**src/hw/rtl/soc_pkg.sv**
```systemverilog
package soc_pkg;

    localparam logic [1:0] REQ_VERTEX = 2'd0;
    localparam logic [1:0] REQ_QUERY  = 2'd1;
    localparam logic [1:0] REQ_CLEAR  = 2'd2;

    localparam logic [2:0] CFG_OFFSET_X = 3'd0;
    localparam logic [2:0] CFG_OFFSET_Y = 3'd1;
    localparam logic [2:0] CFG_OFFSET_Z = 3'd2;
    localparam logic [2:0] CFG_ROT_COS  = 3'd3;
    localparam logic [2:0] CFG_ROT_SIN  = 3'd4;

    localparam logic signed [15:0] ROT_COS_RESET = 16'sd16384;

    localparam logic [5:0] ROT_LAST  = 6'd8;
    localparam logic [5:0] AXIS_LAST = 6'd2;
    localparam logic [5:0] SQRT_LAST = 6'd31;
    localparam logic [5:0] DIV_LAST  = 6'd63;

    typedef enum logic [3:0] {
        ST_IDLE,
        ST_CENTER,
        ST_ROT,
        ST_RES,
        ST_SQ,
        ST_CMP,
        ST_SQRT,
        ST_LEN,
        ST_PROD,
        ST_DIV,
        ST_OUT
    } state_t;

    typedef enum logic [3:0] {
        OP_NONE,
        OP_CENTER,
        OP_ROT,
        OP_RES,
        OP_SQ,
        OP_CMP,
        OP_SQRT,
        OP_LEN,
        OP_PROD,
        OP_DIV,
        OP_OUT
    } op_t;

    typedef struct packed {
        logic       accept;
        op_t        op;
        logic [5:0] step;
    } cmd_t;

    typedef struct packed {
        logic have;
        logic hit;
        logic len_zero;
        logic out_free;
    } status_t;

endpackage

```
**src/hw/rtl/soc_ctrl.sv**
```systemverilog
module soc_ctrl
(
    input  logic              clk,
    input  logic              rst_n,
    input  logic              s_tvalid,
    input  logic [1:0]        s_tuser,
    output logic              s_tready,
    input  soc_pkg::status_t  status,
    output soc_pkg::cmd_t     cmd
);

    soc_pkg::state_t state_reg, state_next;
    logic [5:0]      step_reg, step_next;

    always_ff @(posedge clk or negedge rst_n)
    begin
        if (!rst_n)
        begin
            state_reg <= soc_pkg::ST_IDLE;
            step_reg  <= '0;
        end
        else
        begin
            state_reg <= state_next;
            step_reg  <= step_next;
        end
    end

    always_comb
    begin
        state_next = state_reg;
        step_next  = step_reg + 6'd1;
        s_tready   = 1'b0;
        cmd.accept = 1'b0;
        cmd.op     = soc_pkg::OP_NONE;
        cmd.step   = step_reg;
        case (state_reg)
            soc_pkg::ST_IDLE:
            begin
                s_tready   = 1'b1;
                cmd.accept = s_tvalid;
                step_next  = '0;
                if (s_tvalid && s_tuser == soc_pkg::REQ_QUERY)
                begin
                    state_next = status.have ? soc_pkg::ST_CENTER : soc_pkg::ST_OUT;
                end
            end
            soc_pkg::ST_CENTER:
            begin
                cmd.op     = soc_pkg::OP_CENTER;
                step_next  = '0;
                state_next = soc_pkg::ST_ROT;
            end
            soc_pkg::ST_ROT:
            begin
                cmd.op = soc_pkg::OP_ROT;
                if (step_reg == soc_pkg::ROT_LAST)
                begin
                    state_next = soc_pkg::ST_RES;
                end
            end
            soc_pkg::ST_RES:
            begin
                cmd.op     = soc_pkg::OP_RES;
                step_next  = '0;
                state_next = soc_pkg::ST_SQ;
            end
            soc_pkg::ST_SQ:
            begin
                cmd.op = soc_pkg::OP_SQ;
                if (step_reg == soc_pkg::AXIS_LAST)
                begin
                    state_next = soc_pkg::ST_CMP;
                end
            end
            soc_pkg::ST_CMP:
            begin
                cmd.op     = soc_pkg::OP_CMP;
                step_next  = '0;
                state_next = status.hit ? soc_pkg::ST_SQRT : soc_pkg::ST_OUT;
            end
            soc_pkg::ST_SQRT:
            begin
                cmd.op = soc_pkg::OP_SQRT;
                if (step_reg == soc_pkg::SQRT_LAST)
                begin
                    state_next = soc_pkg::ST_LEN;
                end
            end
            soc_pkg::ST_LEN:
            begin
                // A hit at zero distance keeps a zero normal.
                cmd.op     = soc_pkg::OP_LEN;
                step_next  = '0;
                state_next = status.len_zero ? soc_pkg::ST_OUT : soc_pkg::ST_PROD;
            end
            soc_pkg::ST_PROD:
            begin
                cmd.op = soc_pkg::OP_PROD;
                if (step_reg == soc_pkg::AXIS_LAST)
                begin
                    step_next  = '0;
                    state_next = soc_pkg::ST_DIV;
                end
            end
            soc_pkg::ST_DIV:
            begin
                cmd.op = soc_pkg::OP_DIV;
                if (step_reg == soc_pkg::DIV_LAST)
                begin
                    state_next = soc_pkg::ST_OUT;
                end
            end
            soc_pkg::ST_OUT:
            begin
                if (status.out_free)
                begin
                    cmd.op     = soc_pkg::OP_OUT;
                    state_next = soc_pkg::ST_IDLE;
                end
            end
            default:
            begin
                state_next = soc_pkg::ST_IDLE;
            end
        endcase
    end

endmodule

```
**config.mk**
```make
export PLATFORM = sky130hd
export DESIGN_NAME = soc_ctrl
export DESIGN_NICKNAME = d
export VERILOG_FILES = /design/src/hw/rtl/soc_pkg.sv /design/src/hw/rtl/soc_ctrl.sv
export SDC_FILE = /design/constraint.sdc
export NUM_CORES = 1
export LEC_CHECK = 0
export ABC_CLOCK_PERIOD_IN_PS = 2270
export BUFFER_PORTS_ARGS = -buffer_cell sky130_fd_sc_hd__buf_2
export CORE_MARGIN = 4
export CORE_UTILIZATION = 49
export DETAILED_ROUTE_END_ITERATION = 6
export PLACE_DENSITY = 0.76
export SLEW_MARGIN = 40
export SYNTH_ARGS = -nofsm -noshare
export SYNTH_HDL_FRONTEND = slang
export SYNTH_SLANG_ARGS = --single-unit
```
**constraint.sdc**
```tcl
create_clock -name clk -period 2.27 [get_ports clk]
set_input_delay 0.227 -clock clk [delete_from_list [all_inputs] [get_ports clk]]
set_output_delay 0.227 -clock clk [all_outputs]
set_load 0.005 [all_outputs]
```
==> impl_metrics.ini, run 1 <==
[detailed_routing]
wirelength_routed_um = 1710
dr.pass1.iters = 4
viasPerCell = 5.50
dr_total_vias = 682
route.detailed.drc = 0
avgRoutedWirePerCell_um = 13.8
drt-initial-drc-count = 14
detail-route-antenna-nets = 0

[global_route]
grt_max_degree = 19
grt_busiest_layer = met2
grt_pass1_vias = 666
antenna_violations_before_repair = 0
global_route_wire_length_before_repair_um = 2940
grt_use_met2_pct = 29.1
global_route.overflow_total = 0
grt_use_total_pct = 19.3
use_met1_pct = 26.3
met3_usage_in_global_routing_pct = 3.91

[sta]
hold-worst-slack_ns = 0.336
setup_viols_final = 0
worst_clock_skew_ns = 0.00401
setup_tns_ns = 0
slew_headroom_pct = 64.3
max_slew.worst_pin.slew_ns = 0.535
rsz0062_at_grt = no
maxSlewViolCount = 0
final_critical_path_setup_slack_ns = 0.205
finalCritPeriodShare_pct = 91.0
post-route-min-period_ns = 2.07
maxClockFrequency_mhz = 484
hold_viol_final = 0

[run_status]
run_status = complete, no violations

[setup_path]
cp-end-kind = flop
worst_ep_arrival_time_ns = 2.22
worst_path_max_delay_cell = sky130_fd_sc_hd__dfrtp_1
crit_path_max_incr_delay_ns = 0.43
r2r_slack_ns = 0.20
path_cells = or3_4, nor3_1, o22ai_2, nor4b_4, mux2_4
cp-start-kind = flop
critPathRequiredTime_ns = 2.43
cp_max_fo = 6
crit_type = reg -> reg

[placed_design]
detailed_placement_wirelength_estimate_um = 1230
gp_congestion = 0.835
detailedPlace.worstSlack_ns = 0.236
place.port_buffers = 20

[logic_synthesis]
syn_avg_cell_area_um2 = 8.33
synth_largest_type_area_fraction_pct = 34.5
syn_nets = 99
synth_area_um2 = 724
synth_warnings = 0
synth-seq-area-share_pct = 34.5
post-synth-top-count-cell = sky130_fd_sc_hd__nor2_1
synth-async-reset-ratio_pct = 100
synth_flop_cell = sky130_fd_sc_hd__dfrtp_1
syn_inst = 87
ys_ff_latch = 10
synth_cell_types = 34
top_cells_by_area_synth = sky130_fd_sc_hd__dfrtp_1 35%, sky130_fd_sc_hd__nor2_1 7.8%, sky130_fd_sc_hd__ha_1 5.2%
dominant_cell_type_by_area_after_synthesis = sky130_fd_sc_hd__dfrtp_1
count_of_flip_flops_with_a_built_in_enable_after_synthesis = 0
synth.top_cells.by_count = 15 x sky130_fd_sc_hd__nor2_1, 10 x sky130_fd_sc_hd__dfrtp_1, 9 x sky130_fd_sc_hd__nand2_1, 5 x sky130_fd_sc_hd__a21oi_1, 5 x sky130_fd_sc_hd__inv_1

[power_and_ir_drop]
ir_drop_v = 0.000701
combPwrFrac_pct = 53.9
report.power.total_w = 0.00111
switchingPower_w = 0.000487
power.clock.fraction_pct = 14.8
power.internal_w = 0.000627
pwr-share-seq_pct = 31.3
power_per_cell_area_nw_per_um2 = 1260
power_leakage_nw = 0.444
switching_share_pct = 43.7

[layout]
final_layout_size_suffix_gt1_share_pct = 31.2
num-nets-final = 122
post-route-util_pct = 65.3
area_delta_synth_final_pct = 21.8
antenna_cells_inserted = 0
largest_register_ffs = 6
fillerInstances = 122

[clock_tree]
clock_latency_ns = 0.27
ctsHtreeMaxLevel = 1
clock_pin_transition_on_the_worst_setup_and_hold_timing_paths_ns = 0.07
clk_root_buffer_cell = sky130_fd_sc_hd__clkbuf_4
tritoncts_num_sinks = 10
cts_max_path_buffers = 2
tritoncts = yes
cts-buffers-inserted = 3

[die]
initial_core_util_pct = 53.7
floorplan.die.width_um = 46.5
core_region_area_um2 = 1350
pin_count = 21
overall_die_area_um2 = 2160
vertical_die_dimension_um = 46.5
rows = 13

[hold_path]
timing.hold.worst.class = in -> async

[job]
max_cap_viol_count = 0
stage by stage:
step           std cells  cell area (um2)
3_3_place_gp         119              836
5_1_grt              124              882
6_report             124              882
2_1_floorplan         87              724
4_1_cts              124              882
3_5_place_dp         119              836
power groups by stage:
stage | sequential [W] | combinational [W] | clock (W)
after detailed placement | 0.000348 | 0.000592 | 0
after floorplan | 0.000285 | 0.000491 | 0
after global placement | 0.000344 | 0.000580 | 0
final | 0.000349 | 0.000600 | 0.000164
after global routing | 0.000362 | 0.000671 | 0.000174
after CTS | 0.000345 | 0.000604 | 0.000168
cell families (layout without fill, tap and decap cells):
group                    Yosys count  count (layout)  synth area share, %
multiplexers                       2               2                 3.45
buffers and inverters             12              34                 6.73
AND/OR/NAND/NOR                   39              39                 29.7
flip-flops                        10              10                 34.5
XOR/XNOR                           4               4                 4.84
adder cells (fa/ha/maj)            3               3                 5.18
AO/OA/AOI/OAI                     17              17                 15.5
timing repair:
item,4_1_cts,5_1_grt
endpoints found under the hold margin,10,0
resized for setup,0,0
setup buffers,0,0
hold buffers,1,0
placed cells by master, fill, tap and decap left out, types with 3 or more instances in the layout:
master / instances
sky130_fd_sc_hd__dfrtp_1: 10
sky130_fd_sc_hd__inv_1: 5
sky130_fd_sc_hd__nor2_1: 15
sky130_fd_sc_hd__buf_2: 20
sky130_fd_sc_hd__nand3_1: 3
sky130_fd_sc_hd__ha_1: 3
sky130_fd_sc_hd__nand2_1: 9
sky130_fd_sc_hd__clkbuf_4: 3
sky130_fd_sc_hd__a21oi_1: 5
sky130_fd_sc_hd__o21ai_0: 3
cell type report:
cell class              count  area [um2]  area share, %
repair buffers             23         125           14.2
multi-input cells          65         425           48.2
clock buffers               4        36.3           4.11
inverters                   7        26.3           2.98
flip-flops and latches     10         250           28.4
well taps                  15        18.8           2.13
final timing paths:
check,start,end,cells after the start
setup / recovery,step_reg[2]$_DFF_PN0_,state_reg[3]$_DFFE_PN0P_,5
hold / removal,rst_n,step_reg[4]$_DFF_PN0_,2
setup reg to reg,step_reg[2]$_DFF_PN0_,state_reg[3]$_DFFE_PN0P_,5
hold reg to reg,step_reg[0]$_DFF_PN0_,step_reg[0]$_DFF_PN0_,1
max in group asynchronous,rst_n,state_reg[3]$_DFFE_PN0P_,2
min in group clk,status[3],state_reg[0]$_DFFE_PN0P_,4
per-layer routing:
| layer | share of wire [%] | routed length [um] |
|---|---|---|
| met1 | 47 | 799 |
| met2 | 46 | 781 |
| met3 | 6.0 | 103 |
| met4 | 1.8 | 30 |
| met5 | 0 | 0 |
worst max-delay path: cells and delay by family, from the launching register on:
| family | cells | cell delay, ns |
|---|---|---|
| simple gates | 3 | 1.05 |
| compound gates | 1 | 0.14 |
| flops | 1 | 0.43 |
| mux | 1 | 0.33 |
(Power assumes the default switching activity.)
==> run 2: changes to the inputs <==
--- a/config.mk
+++ b/config.mk
@@ -10,6 +10,7 @@
 export CORE_MARGIN = 4
 export CORE_UTILIZATION = 49
 export DETAILED_ROUTE_END_ITERATION = 6
+export GPL_TIMING_DRIVEN = 0
 export PLACE_DENSITY = 0.76
 export SLEW_MARGIN = 40
 export SYNTH_ARGS = -nofsm -noshare
==> run 2 against run 1 <==
Global-route usage decreased by 2.0 points. Design area is 0.85% higher. Power hardly changed. Highest routed layer is now met3. Critical endpoint unchanged. Register-to-register slack got worse by 0.03 ns. Combinational power grew 12%.
==> impl_metrics.ini, run 2 (same netlist as run 1, synthesis figures left out) <==
[sta]
rsz0062_at_grt = no
setup_tns_ns = 0
finalCritPeriodShare_pct = 92.5
max_slew.worst_pin.slew_ns = 0.631
final_critical_path_setup_slack_ns = 0.170
worst_clock_skew_ns = 0.00895
setup_viols_final = 0
hold_viol_final = 0
maxSlewViolCount = 0
post-route-min-period_ns = 2.10
maxClockFrequency_mhz = 476
hold-worst-slack_ns = 0.345
slew_headroom_pct = 57.6

[detailed_routing]
dr_total_vias = 707
avgRoutedWirePerCell_um = 12.6
viasPerCell = 5.57
dr.pass1.iters = 4
wirelength_routed_um = 1600
drt-initial-drc-count = 28
route.detailed.drc = 0
detail-route-antenna-nets = 0

[layout]
most_frequent_cells_in_the_layout = 23 x sky130_fd_sc_hd__buf_2, 15 x sky130_fd_sc_hd__nor2_1, 10 x sky130_fd_sc_hd__dfrtp_1
num-nets-final = 125
antenna_cells_inserted = 0
post-route-util_pct = 65.9
mostFrequentLayoutCell = sky130_fd_sc_hd__buf_2
area_delta_synth_final_pct = 22.8
largest_register_ffs = 6
final_layout_size_suffix_gt1_share_pct = 31.3

[global_route]
grt_use_total_pct = 17.3
antenna_violations_before_repair = 0
global_route.overflow_total = 0
global_route_wire_length_before_repair_um = 2730
grt_pass1_vias = 616
grt_max_degree = 11

[die]
pin_count = 21
floorplan.die.width_um = 46.5
initial_core_util_pct = 53.7
rows = 13
vertical_die_dimension_um = 46.5
overall_die_area_um2 = 2160
core_region_area_um2 = 1350

[power_and_ir_drop]
combPwrFrac_pct = 60.2
power_per_cell_area_nw_per_um2 = 1250
pwr-share-seq_pct = 26.0
ir_drop_v = 0.000671
power_leakage_nw = 0.451
power.internal_w = 0.000635
switchingPower_w = 0.000478
power.clock.fraction_pct = 13.8
switching_share_pct = 43.0

[placed_design]
gp_congestion = 0.845
detailedPlace.worstSlack_ns = 0.188
detailed_placement_wirelength_estimate_um = 1230
place.port_buffers = 20

[clock_tree]
cts_hold_buf = 1
clock_pin_transition_on_the_worst_setup_and_hold_timing_paths_ns = 0.07
cts-buffers-inserted = 3
cts_repair_resize_count = 0
clock_latency_ns = 0.26
tritoncts_num_sinks = 10
clk_root_buffer_cell = sky130_fd_sc_hd__clkbuf_4
tritoncts = yes
post-cts-setup-buffer-count = 0
cts_max_path_buffers = 2
ctsHtreeMaxLevel = 1

[setup_path]
critPathRequiredTime_ns = 2.41
cp-end-kind = flop
worst_ep_arrival_time_ns = 2.24
cp-start-kind = flop
crit_type = reg -> reg
cp_max_fo = 6

[job]
max_cap_viol_count = 0

[run_status]
run_status = complete, no violations

[hold_path]
timing.hold.worst.class = in -> async
## run 2: power by group through the flow
stage / sequential (W) / combinational, W / clock, W
2_1_floorplan: 0.000285 / 0.000491 / 0
3_3_place_gp: 0.000289 / 0.000652 / 0
3_5_place_dp: 0.000292 / 0.000662 / 0
4_1_cts: 0.000288 / 0.000668 / 0.000160
5_1_grt: 0.000300 / 0.000748 / 0.000167
6_report: 0.000289 / 0.000670 / 0.000154
## run 2: path summary, 6_finish.rpt
kind                                  startpoint                        to  slack (ns)  cells past startpoint
max                        step_reg[2]$_DFF_PN0_  state_reg[3]$_DFFE_PN0P_        0.17                      5
min                                        rst_n     step_reg[4]$_DFF_PN0_        0.34                      2
max reg2reg                step_reg[2]$_DFF_PN0_  state_reg[3]$_DFFE_PN0P_        0.17                      5
min reg2reg                step_reg[0]$_DFF_PN0_     step_reg[0]$_DFF_PN0_        0.50                      1
max in group asynchronous                  rst_n     step_reg[5]$_DFF_PN0_        1.73                      2
min in group clk                       status[3]  state_reg[0]$_DFFE_PN0P_        0.37                      4
## run 2: layer usage
metal / up-vias / wire [um] / track usage (%)
met5: - / 0 / 0
met4: 0 / 0 / 5.11
met3: 0 / 144 / 2.34
met2: 28 / 728 / 26.4
met1: 327 / 728 / 25.2
li1: 352 / - / -
## run 2: area by class of cell
class / count / area, um2
clock buffer: 4 / 36.3
multi-input combinational: 65 / 425
buffer: 5 / 22.5
inverter: 7 / 26.3
tap: 15 / 18.8
sequential: 10 / 250
timing repair buffer: 21 / 110
fill: 132 / 460
## run 2: critical path: stages (launching register included)
cell	delay [ns]
sky130_fd_sc_hd__dfrtp_1	0.44
sky130_fd_sc_hd__or3_4	0.43
sky130_fd_sc_hd__nor3b_4	0.27
sky130_fd_sc_hd__a21oi_2	0.11
sky130_fd_sc_hd__nor4b_4	0.40
sky130_fd_sc_hd__mux2_4	0.34
## run 2: metrics by stage
step	power [W]	cells	area, um2
after floorplan	0.000776	87	724
after global placement	0.000941	122	843
after detailed placement	0.000954	122	843
after CTS	0.00112	127	890
after global routing	0.00121	127	890
final	0.00111	127	890
==> run 3: changes to the inputs <==
--- a/config.mk
+++ b/config.mk
@@ -5,13 +5,15 @@
 export SDC_FILE = /design/constraint.sdc
 export NUM_CORES = 1
 export LEC_CHECK = 0
+export ABC_AREA = 1
 export ABC_CLOCK_PERIOD_IN_PS = 2270
 export BUFFER_PORTS_ARGS = -buffer_cell sky130_fd_sc_hd__buf_2
 export CORE_MARGIN = 4
-export CORE_UTILIZATION = 49
+export CORE_UTILIZATION = 54
+export CTS_BUF_LIST = sky130_fd_sc_hd__clkbuf_8
 export DETAILED_ROUTE_END_ITERATION = 6
 export GPL_TIMING_DRIVEN = 0
-export PLACE_DENSITY = 0.76
+export PLACE_DENSITY = 0.81
 export SLEW_MARGIN = 40
 export SYNTH_ARGS = -nofsm -noshare
 export SYNTH_HDL_FRONTEND = slang
==> run 3 against run 2 <==
Routed wire length rose by 19%. Synthesized cell count rose by 46%. Clock power rose by 16%. Power rose by 7.1%. Sequential share of layout area fell by 3.5 points. Utilization rose by 2.4 points. Combinational power rose by 7.9%. Global-route usage rose by 1.5 points. Sequential cell count did not move.
==> impl_metrics.ini, run 3 <==
[run_status]
run_status = complete, no violations

[layout]
antenna_cells_inserted = 0
area_delta_synth_final_pct = 20.3
fillerInstances = 122
final_layout_size_suffix_gt1_share_pct = 31.8
mostFrequentLayoutCell = sky130_fd_sc_hd__nand2_1
final_cell_area_um2 = 1020
most_frequent_cells_in_the_layout = 28 x sky130_fd_sc_hd__nand2_1, 20 x sky130_fd_sc_hd__nor2_1, 20 x sky130_fd_sc_hd__buf_2
num-nets-final = 165
largest_register_ffs = 6

[power_and_ir_drop]
report.power.total_w = 0.00119
power_leakage_nw = 0.581
ir_drop_v = 0.000554
power_per_cell_area_nw_per_um2 = 1170

[clock_tree]
cts-buffers-inserted = 3
clock_pin_transition_on_the_worst_setup_and_hold_timing_paths_ns = 0.04
clock_latency_ns = 0.23
tritoncts = yes
cts_max_path_buffers = 2
ctsHtreeMaxLevel = 1
tritoncts_num_sinks = 10
cts_repair_resize_count = 0
clk_root_buffer_cell = sky130_fd_sc_hd__clkbuf_8

[setup_path]
cp_max_fo = 7
cp-end-kind = primary output
worst_path_max_delay_cell = sky130_fd_sc_hd__dfrtp_1
crit_path_max_incr_delay_ns = 0.47
cp-start-kind = flop
path_cells = nor2_1, nand2_1, nand2_1, buf_2
crit_top_cell = sky130_fd_sc_hd__nand2_1
crit_type = reg -> out
critPathRequiredTime_ns = 2.04
worst_ep_arrival_time_ns = 1.27

[placed_design]
place.port_buffers = 20
detailed_placement_wirelength_estimate_um = 1490
detailed_place.area_um2 = 966
gp_congestion = 0.788

[detailed_routing]
wirelength_routed_um = 1900
viasPerCell = 5.25
dr_total_vias = 877
avgRoutedWirePerCell_um = 11.4
drt-initial-drc-count = 44
route.detailed.drc = 0
detail-route-antenna-nets = 0
dr.pass1.iters = 4

[logic_synthesis]
synth_warnings = 0
syn_avg_cell_area_um2 = 6.66
post-synth-top-count-cell = sky130_fd_sc_hd__nand2_1
top_cells_by_area_synth = sky130_fd_sc_hd__dfrtp_1 30%, sky130_fd_sc_hd__nand2_1 12%, sky130_fd_sc_hd__nor2_1 8.9%
syn_inst = 127
ys_ff_latch = 10
synth_area_um2 = 846
synth-async-reset-ratio_pct = 100
synth_flop_cell = sky130_fd_sc_hd__dfrtp_1
syn_nets = 139
synth-seq-area-share_pct = 29.6
synth_cell_types = 22
dominant_cell_type_by_area_after_synthesis = sky130_fd_sc_hd__dfrtp_1
synth.top_cells.by_count = 28 x sky130_fd_sc_hd__nand2_1, 20 x sky130_fd_sc_hd__nor2_1, 17 x sky130_fd_sc_hd__inv_1, 12 x sky130_fd_sc_hd__nand3_1
synth_largest_type_area_fraction_pct = 29.6
count_of_flip_flops_with_a_built_in_enable_after_synthesis = 0

[global_route]
grt_max_degree = 11
global_route.overflow_total = 0
grt_use_total_pct = 18.7
antenna_violations_before_repair = 0
global_route_wire_length_before_repair_um = 3020
grt_pass1_vias = 720

[sta]
rsz0062_at_grt = no
hold_viol_final = 0
max_slew.worst_pin.slew_ns = 0.323
setup_tns_ns = 0
hold-worst-slack_ns = 0.339
maxSlewViolCount = 0
post-route-min-period_ns = 1.50
worst_clock_skew_ns = 0.000977
finalCritPeriodShare_pct = 66.0
maxClockFrequency_mhz = 667
setup_viols_final = 0
slew_headroom_pct = 78.4

[die]
overall_die_area_um2 = 2260
vertical_die_dimension_um = 47.6
floorplan.die.width_um = 47.6
initial_core_util_pct = 56.8
pin_count = 21
core_region_area_um2 = 1490
rows = 14

[hold_path]
timing.hold.worst.class = in -> reg

[job]
max_cap_viol_count = 0
[run 3: metrics by stage]
| stage | utilization (%) | worst slack (ns) | std cells |
|---|---|---|---|
| 5_1_grt | 68.3 | 0.636 | 167 |
| 2_1_floorplan | - | 0.954 | 127 |
| 3_3_place_gp | 64.9 | 0.867 | 163 |
| 4_1_cts | 68.3 | 0.783 | 167 |
| 3_5_place_dp | 64.9 | 0.820 | 163 |
| 6_report | 68.3 | 0.772 | 167 |
[run 3: power by group]
group	switching (W)	leakage, nW	internal (W)	total, W
Clock	0.0000631	0.0216	0.000116	0.000179
Combinational	0.000454	0.427	0.000269	0.000723
Sequential	0.0000613	0.133	0.000229	0.000290
[run 3: metal layers]
| layer | vias up | wire [um] | GRT usage (%) |
|---|---|---|---|
| met2 | 39 | 907 | 29.7 |
| met3 | 3 | 168 | 3.76 |
| met1 | 394 | 805 | 26.1 |
| met5 | - | 0 | 0 |
| li1 | 441 | - | - |
| met4 | 0 | 17 | 4.84 |
[run 3: critical path, delay by kind of cell, from the launching register on]
family                 cells  cell delay [ns]
DFF                        1             0.47
and+or+nand+nor            3             0.46
buffers and inverters      1             0.10
[run 3: final timing paths]
path | cells past startpoint | from | slack (ns) | to
worst max-delay path | 4 | state_reg[1]$_DFFE_PN0P_ | 0.77 | cmd[9]
worst min-delay path | 3 | status[2] | 0.34 | state_reg[2]$_DFFE_PN0P_
worst max register to register | 10 | step_reg[0]$_DFF_PN0_ | 0.80 | state_reg[3]$_DFFE_PN0P_
worst min register to register | 1 | step_reg[0]$_DFF_PN0_ | 0.54 | step_reg[0]$_DFF_PN0_
max in group asynchronous | 2 | rst_n | 1.70 | step_reg[0]$_DFF_PN0_
min in group asynchronous | 2 | rst_n | 0.38 | step_reg[4]$_DFF_PN0_
[run 3: kinds of logic after synthesis]
family                     synth area share [%]
AOI/OAI and AO/OA                          4.73
buffers and inverters                      12.4
and+or+nand+nor                            46.7
DFF                                        29.6
xor gates and xnor gates                   2.07
adders and majority gates                  4.44
[run 3: what timing repair did]
item | in CTS | in global routing
hold buffers | 1 | 0
setup buffers | 0 | 0
hold endpoints to repair | 10 | 0
setup endpoints to repair | 0 | 0
[run 3: area by class of cell]
cell class,count,area (um2),share of cell area [%]
Clock buffer,3,41.3,4.06
Timing Repair Buffer,21,110,10.8
Multi-Input combinational cell,93,490,48.2
Inverter,22,82.6,8.12
Tap cell,16,20.0,1.97
Sequential cell,10,250,24.6
Buffer,2,22.5,2.21
